### config.mk
export PLATFORM = sky130hd
export DESIGN_NAME = csme_div
export DESIGN_NICKNAME = d
export VERILOG_FILES = /design/src/sv/csme_pkg.sv /design/src/sv/csme_div.sv
export SDC_FILE = /design/constraint.sdc
export NUM_CORES = 1
export LEC_CHECK = 0
export BUFFER_PORTS_ARGS = -buffer_cell sky130_fd_sc_hd__clkbuf_2
export CORE_ASPECT_RATIO = 0.9
export CORE_MARGIN = 2
export CORE_UTILIZATION = 40
export CTS_CLUSTER_SIZE = 16
export DETAILED_ROUTE_END_ITERATION = 8
export PLACE_DENSITY = 0.58
export SLEW_MARGIN = 5
export SYNTH_ARGS = -nofsm -noshare
export SYNTH_HDL_FRONTEND = slang
export SYNTH_SLANG_ARGS = --single-unit
### constraint.sdc
create_clock -name clk -period 2.8 [get_ports clk]
set_clock_uncertainty 0.15 [all_clocks]
set_input_delay 0.84 -clock clk [delete_from_list [all_inputs] [get_ports clk]]
set_output_delay 0.84 -clock clk [all_outputs]
set_load 0.05 [all_outputs]
### src/sv/csme_pkg.sv
package csme_pkg;

  localparam int DefMaxElements = 8192;
  localparam int DefMaxModulus  = 65536;

  localparam int ElemW  = 16;
  localparam int QueryW = 32;
  localparam int SumW   = 33;

  localparam logic [SumW-1:0] InfSum = {SumW{1'b1}};

  localparam logic ReqLoad  = 1'b0;
  localparam logic ReqQuery = 1'b1;

  typedef struct packed {
    logic              start;
    logic [QueryW-1:0] dividend;
    logic [ElemW-1:0]  divisor;
  } div_req_t;

endpackage

### src/sv/csme_div.sv
module csme_div (
  input  logic                              clk,
  input  logic                              rst_n,
  input  csme_pkg::div_req_t                req,
  output logic                              done,
  output logic [csme_pkg::ElemW-1:0]        rem
);
  import csme_pkg::*;

  localparam int CntW = $clog2(QueryW);

  logic [QueryW-1:0] dvd_r, dvd_nxt;
  logic [ElemW-1:0]  dvs_r, dvs_nxt;
  logic [ElemW-1:0]  rem_r, rem_nxt;
  logic [CntW-1:0]   cnt_r, cnt_nxt;
  logic              busy_r, busy_nxt;
  logic              done_r, done_nxt;
  logic [ElemW:0]    trial;
  logic [ElemW:0]    diff;

  assign trial = {rem_r, dvd_r[QueryW-1]};
  assign diff  = trial - {1'b0, dvs_r};

  always_comb begin
    dvd_nxt  = dvd_r;
    dvs_nxt  = dvs_r;
    rem_nxt  = rem_r;
    cnt_nxt  = cnt_r;
    busy_nxt = busy_r;
    done_nxt = 1'b0;
    if (req.start) begin
      dvd_nxt  = req.dividend;
      dvs_nxt  = req.divisor;
      rem_nxt  = '0;
      cnt_nxt  = '0;
      busy_nxt = 1'b1;
    end else if (busy_r) begin
      dvd_nxt = {dvd_r[QueryW-2:0], 1'b0};
      if (trial >= {1'b0, dvs_r}) begin
        rem_nxt = diff[ElemW-1:0];
      end else begin
        rem_nxt = trial[ElemW-1:0];
      end
      cnt_nxt = cnt_r + 1'b1;
      if (cnt_r == CntW'(QueryW - 1)) begin
        busy_nxt = 1'b0;
        done_nxt = 1'b1;
      end
    end
  end

  always_ff @(posedge clk) begin
    dvd_r <= dvd_nxt;
    dvs_r <= dvs_nxt;
    rem_r <= rem_nxt;
    cnt_r <= cnt_nxt;
    if (!rst_n) begin
      busy_r <= 1'b0;
      done_r <= 1'b0;
    end else begin
      busy_r <= busy_nxt;
      done_r <= done_nxt;
    end
  end

  assign done = done_r;
  assign rem  = rem_r;

endmodule

==> flow_summary.yaml, run 1 <==
synthesis:
  synth-simple-area-share_pct: 10.49
  yosysWarnings: 0
  synth_xor_area_share_pct: 3.068
  synth_seq_cells: 71
  syn_inst: 351
  synth_edf_count: 48
  avgSynthCellArea_sq_um: 11.39
  synth_top_area_cell: "edfxtp_1"
  synth_top_family_by_area: "compound AO/OA/AOI/OAI gates"
  yosysSeqAreaShare_pct: 47.59
  synthMuxAreaShare_pct: 10.02
  synth_area_sq_um: 3996
  synth_top_area_share_pct: 36.07
  synthFlopType: "edfxtp_1"
  ys_top_cells_by_area: "edfxtp_1 36%, dfxtp_1 12%, mux2_2 9.0%, ha_1 5.6%, nor2_1 2.8%"
  syn-num-nets: 421
  synth_compound_area_share_pct: 15.65
  ys_async_sr_fraction_pct: 0
  synth_adder_area_share_pct: 6.137
  synthDistinctLibCells: 58
layout:
  fin_nets: 491
  final_common_cell: "clkbuf_2"
  final_cell_mix: "67 x clkbuf_2, 48 x edfxtp_1, 32 x mux2_2"
  fill_cells: 965
  layout-drive-gt1-share_pct: 33.80
  syn2layout_area_growth_pct: 14.37
  diodes: 0
  stdcell_area_sq_um: 4571
power:
  p_leak_nw: 1.890
  p_seq_share_pct: 46.8
  peakVddDrop_uv: 275.5
  p_comb_share_pct: 26.2
  netSwitchingFraction_pct: 32.46
  pwr_density_cell_nw_per_um2: 594.0
  p_switching_w: 0.0008814
  finalPower_w: 0.002715
  internal_power_w: 0.001834
  clkPwrFrac_pct: 26.9
timing:
  rsz0062_at_grt: "false"
  hold_viol_final: 0
  fmax_mhz: 384.0
  max_slew_margin_pct: 72.14
  drv_slew: 0
  worstMarginPinSlew_ps: 413.5
  fin_crit_sh_pct: 93.01
  layout_min_cycle_time_ps: 2604
  fin_setup_tns_ps: 0
  setup_viol: 0
clocking:
  cts_root_buf: "clkbuf_8"
  clkTransAtPathRegs_ps: 80
  clockBufferDepth: 2
  cts-buffers-inserted: 9
  cts_tree: "done"
  htreeDepth: 3
  insertion_delay_ps: 350
  cts.sink_count: 71
grt:
  antenna_found_initial: 0
  grt_usage_pct: 17.17
  grt_pass1_wl_um: 14360
  grt_max_degree: 33
  grt_pass1_vias: 2925
  grt_overflow: 0
hold_path:
  hold_class: "flop to flop"
  hp-start: "cnt_r[4]$_SDFFE_PP0P_"
  min_to: "cnt_r[4]$_SDFFE_PP0P_"
  whs_path_depth: 2
die:
  placementRows: 34
  die_h_um: 98.83
  die_area_sq_um: 10810
  coreArea_sq_um: 9699
  ioPinCount: 68
  initial_core_util_pct: 41.20
  fp.dieW_um: 109.4
routing:
  drt-total-wl_um: 8480
  avgViaCountPerCell: 5.263
  first_pass_iters: 5
  drc: 0
  vias: 2905
  detail-route-antenna-nets: 0
  first_iter_violations: 185
  wl_per_cell_um: 15.36
status:
  status: "complete, no violations"
worst_setup_path:
  required_ps: 2890
  rrSetupSlack_ps: 200
  crit_fanout: 11
  cp-start-kind: "flop"
  crit_arrival_ps: 2700
  path_class: "flop to flop"
  regToRegEndpoint: "rem[9]$_SDFFE_PP0P_"
  path_cells: "ha_1, nand4_4, or4_4, a31oi_4, nor2_1, o31ai_1"
  cpMaxStageDelayCell: "or4_4"
  cp-startpoint: "rem[11]$_SDFFE_PP0P_"
  endpoint_kind: "flop"
  r2r_start: "rem[11]$_SDFFE_PP0P_"
  worstRegToRegCells: 6
  max_stage_delay_ps: 520
placed_design:
  numPortBuffers: 67
  place_hpwl_um: 6198
  gp_congestion: 0.8755
  place_area_sq_um: 4399
run:
  maxCapViolCount: 0
==> power by group through the flow <==
stage                     registers (W)  clock network [W]  logic [W]
after detailed placement        0.00130                  0   0.000709
after CTS                       0.00127           0.000759   0.000715
after global routing            0.00128           0.000797   0.000789
after floorplan                 0.00136                  0   0.000491
after global placement          0.00129                  0   0.000704
final                           0.00127           0.000731   0.000713
==> kinds of logic after synthesis <==
logic type | after synthesis
AOI/OAI and AO/OA | 84
xor gates and xnor gates | 14
adders and majority gates | 19
buffers and inverters | 44
DFF | 71
muxes | 36
and+or+nand+nor | 83
==> area by class of cell <==
type | count | area [sq um] | area share (%)
Inverter | 21 | 78.83 | 1.725
Clock buffer | 11 | 131.4 | 2.874
Timing Repair Buffer | 82 | 447.9 | 9.800
Clock inverter | 5 | 33.78 | 0.7391
Sequential cell | 71 | 1902 | 41.61
Tap cell | 126 | 157.7 | 3.449
Multi-Input combinational cell | 236 | 1819 | 39.80
==> stage by stage <==
stage / cells / hold WS (ps) / setup WS [ps] / util (%)
after global placement: 536 / 333.0 / 190.3 / 45.36
after floorplan: 351 / 317.1 / 252.3 / -
after detailed placement: 536 / 348.6 / 162.8 / 45.36
final: 552 / 355.4 / 195.7 / 47.12
after CTS: 552 / 367.7 / 139.7 / 47.06
after global routing: 552 / 382.6 / 4.496 / 47.12
==> worst max-delay path by stage <==
stage / cells past startpoint / slack (ps) / endpoint
floorplan: 9 / 250 / rem[4]$_SDFFE_PP0P_
global placement: 10 / 190 / rem[14]$_SDFFE_PP0P_
detailed placement: 7 / 160 / rem[9]$_SDFFE_PP0P_
CTS: 7 / 140 / rem[9]$_SDFFE_PP0P_
global route: 7 / 4 / rem[9]$_SDFFE_PP0P_
finish: 6 / 200 / rem[9]$_SDFFE_PP0P_
==> sequential cells by signal, indices dropped and copies added (netlist names) <==
register  count
cnt_r         5
dvd_r        32
done          1
busy_r        1
rem          16
dvs_r        16
==> cell usage after synthesis, types with 2 or more instances <==
| library cell | number |
|---|---|
| clkbuf_1 | 5 |
| clkbuf_8 | 3 |
| nand2_1 | 15 |
| dfxtp_1 | 23 |
| o21ai_1 | 7 |
| nand4_1 | 7 |
| xnor2_1 | 11 |
| and3_1 | 4 |
| o211ai_1 | 3 |
| buf_4 | 5 |
| nor2_1 | 30 |
| o21ai_0 | 8 |
| a311oi_1 | 9 |
| edfxtp_1 | 48 |
| o21bai_1 | 2 |
| a21o_1 | 5 |
| nand2b_1 | 6 |
| mux2_2 | 32 |
| o41ai_1 | 2 |
| a31oi_1 | 5 |
| nor4_1 | 2 |
| mux2i_1 | 4 |
| inv_1 | 21 |
| buf_6 | 8 |
| o21ai_2 | 2 |
| nand3_1 | 11 |
| ha_1 | 18 |
| xor2_1 | 3 |
| a21oi_1 | 17 |
| a211oi_1 | 4 |
| o311ai_1 | 2 |
| o21a_1 | 2 |
| and2_1 | 2 |
==> worst max-delay path, delay by kind of cell, from the launching register on <==
family | cells | cell delay, ps
AO/OA/AOI/OAI | 2 | 690
adder cells (fa/ha/maj) | 1 | 510
flip-flops | 1 | 340
AND/OR/NAND/NOR | 3 | 800
==> repair_timing <==
item,in CTS,in global routing
resized for setup,0,1
buffers inserted,0,0
hold buffers,0,0
endpoints found under the hold margin,0,0
setup endpoints to repair,0,1
==> routing by layer <==
layer / wire length (um) / GRT usage [%] / vias up
met5: 0 / 0 / -
met4: 97 / 5.258 / 0
met3: 559 / 5.622 / 9
met2: 3932 / 26.92 / 71
met1: 3890 / 22.53 / 1371
li1: - / - / 1454
Note: power is estimated with default switching activity, not from simulation.
==> run 2: changes to the inputs <==
Settings changed: REMOVE_ABC_BUFFERS set to 1.
==> flow_summary.yaml, run 2 (synthesized netlist as in run 1, its figures left out) <==
worst_setup_path:
  worstRegToRegCells: 11
  r2r_start: "dvd_r[31]$_DFFE_PP_"
  rrSetupSlack_ps: 250
  regToRegEndpoint: "rem[10]$_SDFFE_PP0P_"
  endpoint_kind: "flop"
  crit_arrival_ps: 2650
  required_ps: 2900
  path_class: "flop to flop"
  cp-start-kind: "flop"
  crit_fanout: 3
clocking:
  insertion_delay_ps: 350
  clockBufferDepth: 2
  ctsResizeCount: 0
  holdBufCountCts: 0
  cts_root_buf: "clkbuf_8"
  cts_tree: "done"
  cts.sink_count: 71
  clkTransAtPathRegs_ps: 80
  htreeDepth: 3
  postCtsSetupRepairBufs: 0
  cts-buffers-inserted: 9
placed_design:
  place_hpwl_um: 6021
  numPortBuffers: 67
  gp_congestion: 0.8046
  place_area_sq_um: 4402
routing:
  vias: 2953
  met2_length_um: 3764
  met1Wirelength_um: 3890
  avgViaCountPerCell: 5.379
  wl_met3_um: 635
  top_layer_used: "met4"
  wl_per_cell_um: 15.24
  first_pass_iters: 4
  drt-total-wl_um: 8367
  detail-route-antenna-nets: 0
  first_iter_violations: 99
  drc: 0
status:
  status: "complete, no violations"
layout:
  diodes: 0
  max_flop_register: "dvd_r"
  fin_nets: 488
  fill_cells: 956
  final_common_cell: "clkbuf_2"
  layout-drive-gt1-share_pct: 32.62
  syn2layout_area_growth_pct: 14.25
  layout.area.seq_sq_um: 1902
  largest_register_ffs: 32
  multiInputGateArea_sq_um: 1813
  final_cell_mix: "67 x clkbuf_2, 48 x edfxtp_1, 32 x mux2_2"
  stdcell_area_sq_um: 4566
die:
  initial_core_util_pct: 41.20
  coreArea_sq_um: 9699
  placementRows: 34
  fp.dieW_um: 109.4
  die_h_um: 98.83
  die_area_sq_um: 10810
  ioPinCount: 68
grt:
  grt_usage_pct: 16.53
  antenna_found_initial: 0
  grt_pass1_wl_um: 13940
  grt_overflow: 0
  grt_max_degree: 49
  grt_pass1_vias: 2892
timing:
  rsz0062_at_grt: "false"
  fin_crit_sh_pct: 91.00
  layout_min_cycle_time_ps: 2548
  hold_viol_final: 0
  worstMarginPinSlew_ps: 492.0
  holdWs_ps: 367.5
  drv_slew: 0
  max_slew_margin_pct: 67.20
  fmax_mhz: 392.5
  fin_setup_tns_ps: 0
  setup_viol: 0
run:
  maxCapViolCount: 0
power:
  p_seq_share_pct: 47.3
  p_leak_nw: 1.883
  netSwitchingFraction_pct: 32.06
  p_switching_w: 0.0008625
  clkPwrFrac_pct: 26.4
  peakVddDrop_uv: 312.6
  p_comb_share_pct: 26.4
  internal_power_w: 0.001828
  pwr_density_cell_nw_per_um2: 589.2
hold_path:
  whs_path_depth: 2
  hp-start: "cnt_r[3]$_SDFFE_PP0P_"
  min_to: "cnt_r[3]$_SDFFE_PP0P_"
  hold_class: "flop to flop"
-- run 2: cell types whose count changed in the layout (fill, tap and decap cells not counted), moves of 2 or more --
cell	change
clkinv_2	-2
buf_12	+2
clkinv_1	+3
buf_4	-5
-- run 2: worst max path at each step --
stage | start | end | slack [ps]
6_report | dvd_r[31]$_DFFE_PP_ | rem[10]$_SDFFE_PP0P_ | 250
3_5_place_dp | dvd_r[31]$_DFFE_PP_ | rem[10]$_SDFFE_PP0P_ | 250
2_1_floorplan | rem[11]$_SDFFE_PP0P_ | rem[15]$_SDFFE_PP0P_ | 210
3_3_place_gp | dvd_r[31]$_DFFE_PP_ | rem[10]$_SDFFE_PP0P_ | 320
5_1_grt | dvd_r[31]$_DFFE_PP_ | rem[10]$_SDFFE_PP0P_ | 60
4_1_cts | dvd_r[31]$_DFFE_PP_ | rem[10]$_SDFFE_PP0P_ | 240
-- run 2: critical path, cell delays in order, from the launching register on --
cell and delay, ps:
edfxtp_1 360, inv_1 80, ha_1 150, inv_1 50, fa_1 410, a21o_2 250
a221oi_1 240, buf_4 180, o21ba_2 140, xnor2_1 110, a211oi_1 70, nor4_1 270
-- run 2: power groups by stage --
stage / Sequential, W / Clock [W] / Combinational (W)
floorplan: 0.00137 / 0 / 0.000423
global placement: 0.00130 / 0 / 0.000704
global route: 0.00129 / 0.000782 / 0.000779
detailed placement: 0.00130 / 0 / 0.000708
CTS: 0.00127 / 0.000743 / 0.000711
finish: 0.00127 / 0.000709 / 0.000709
-- run 2: layout make-up --
class	instances	area share, %
flip-flops and latches	71	41.66
multi-input cells	236	39.71
repair buffers	79	9.866
well taps	126	3.453
clock buffers	10	2.795
inverters	21	1.726
clock inverters	6	0.7947
-- run 2: per-stage QoR --
step	cells	setup WS, ps	utilization [%]	power [W]
after floorplan	328	211.2	-	0.001790
after global placement	533	317.1	45.38	0.001999
after detailed placement	533	252.2	45.38	0.002004
after CTS	549	239.3	47.07	0.002726
after global routing	549	60.37	47.07	0.002846
final	549	252.1	47.07	0.002690
-- run 2: metal layers --
| metal | global-route usage [%] | vias to the layer above |
|---|---|---|
| met5 | 0 | - |
| met4 | 4.479 | 0 |
| met3 | 5.820 | 8 |
| met2 | 25.64 | 88 |
| met1 | 21.92 | 1407 |
| li1 | - | 1450 |
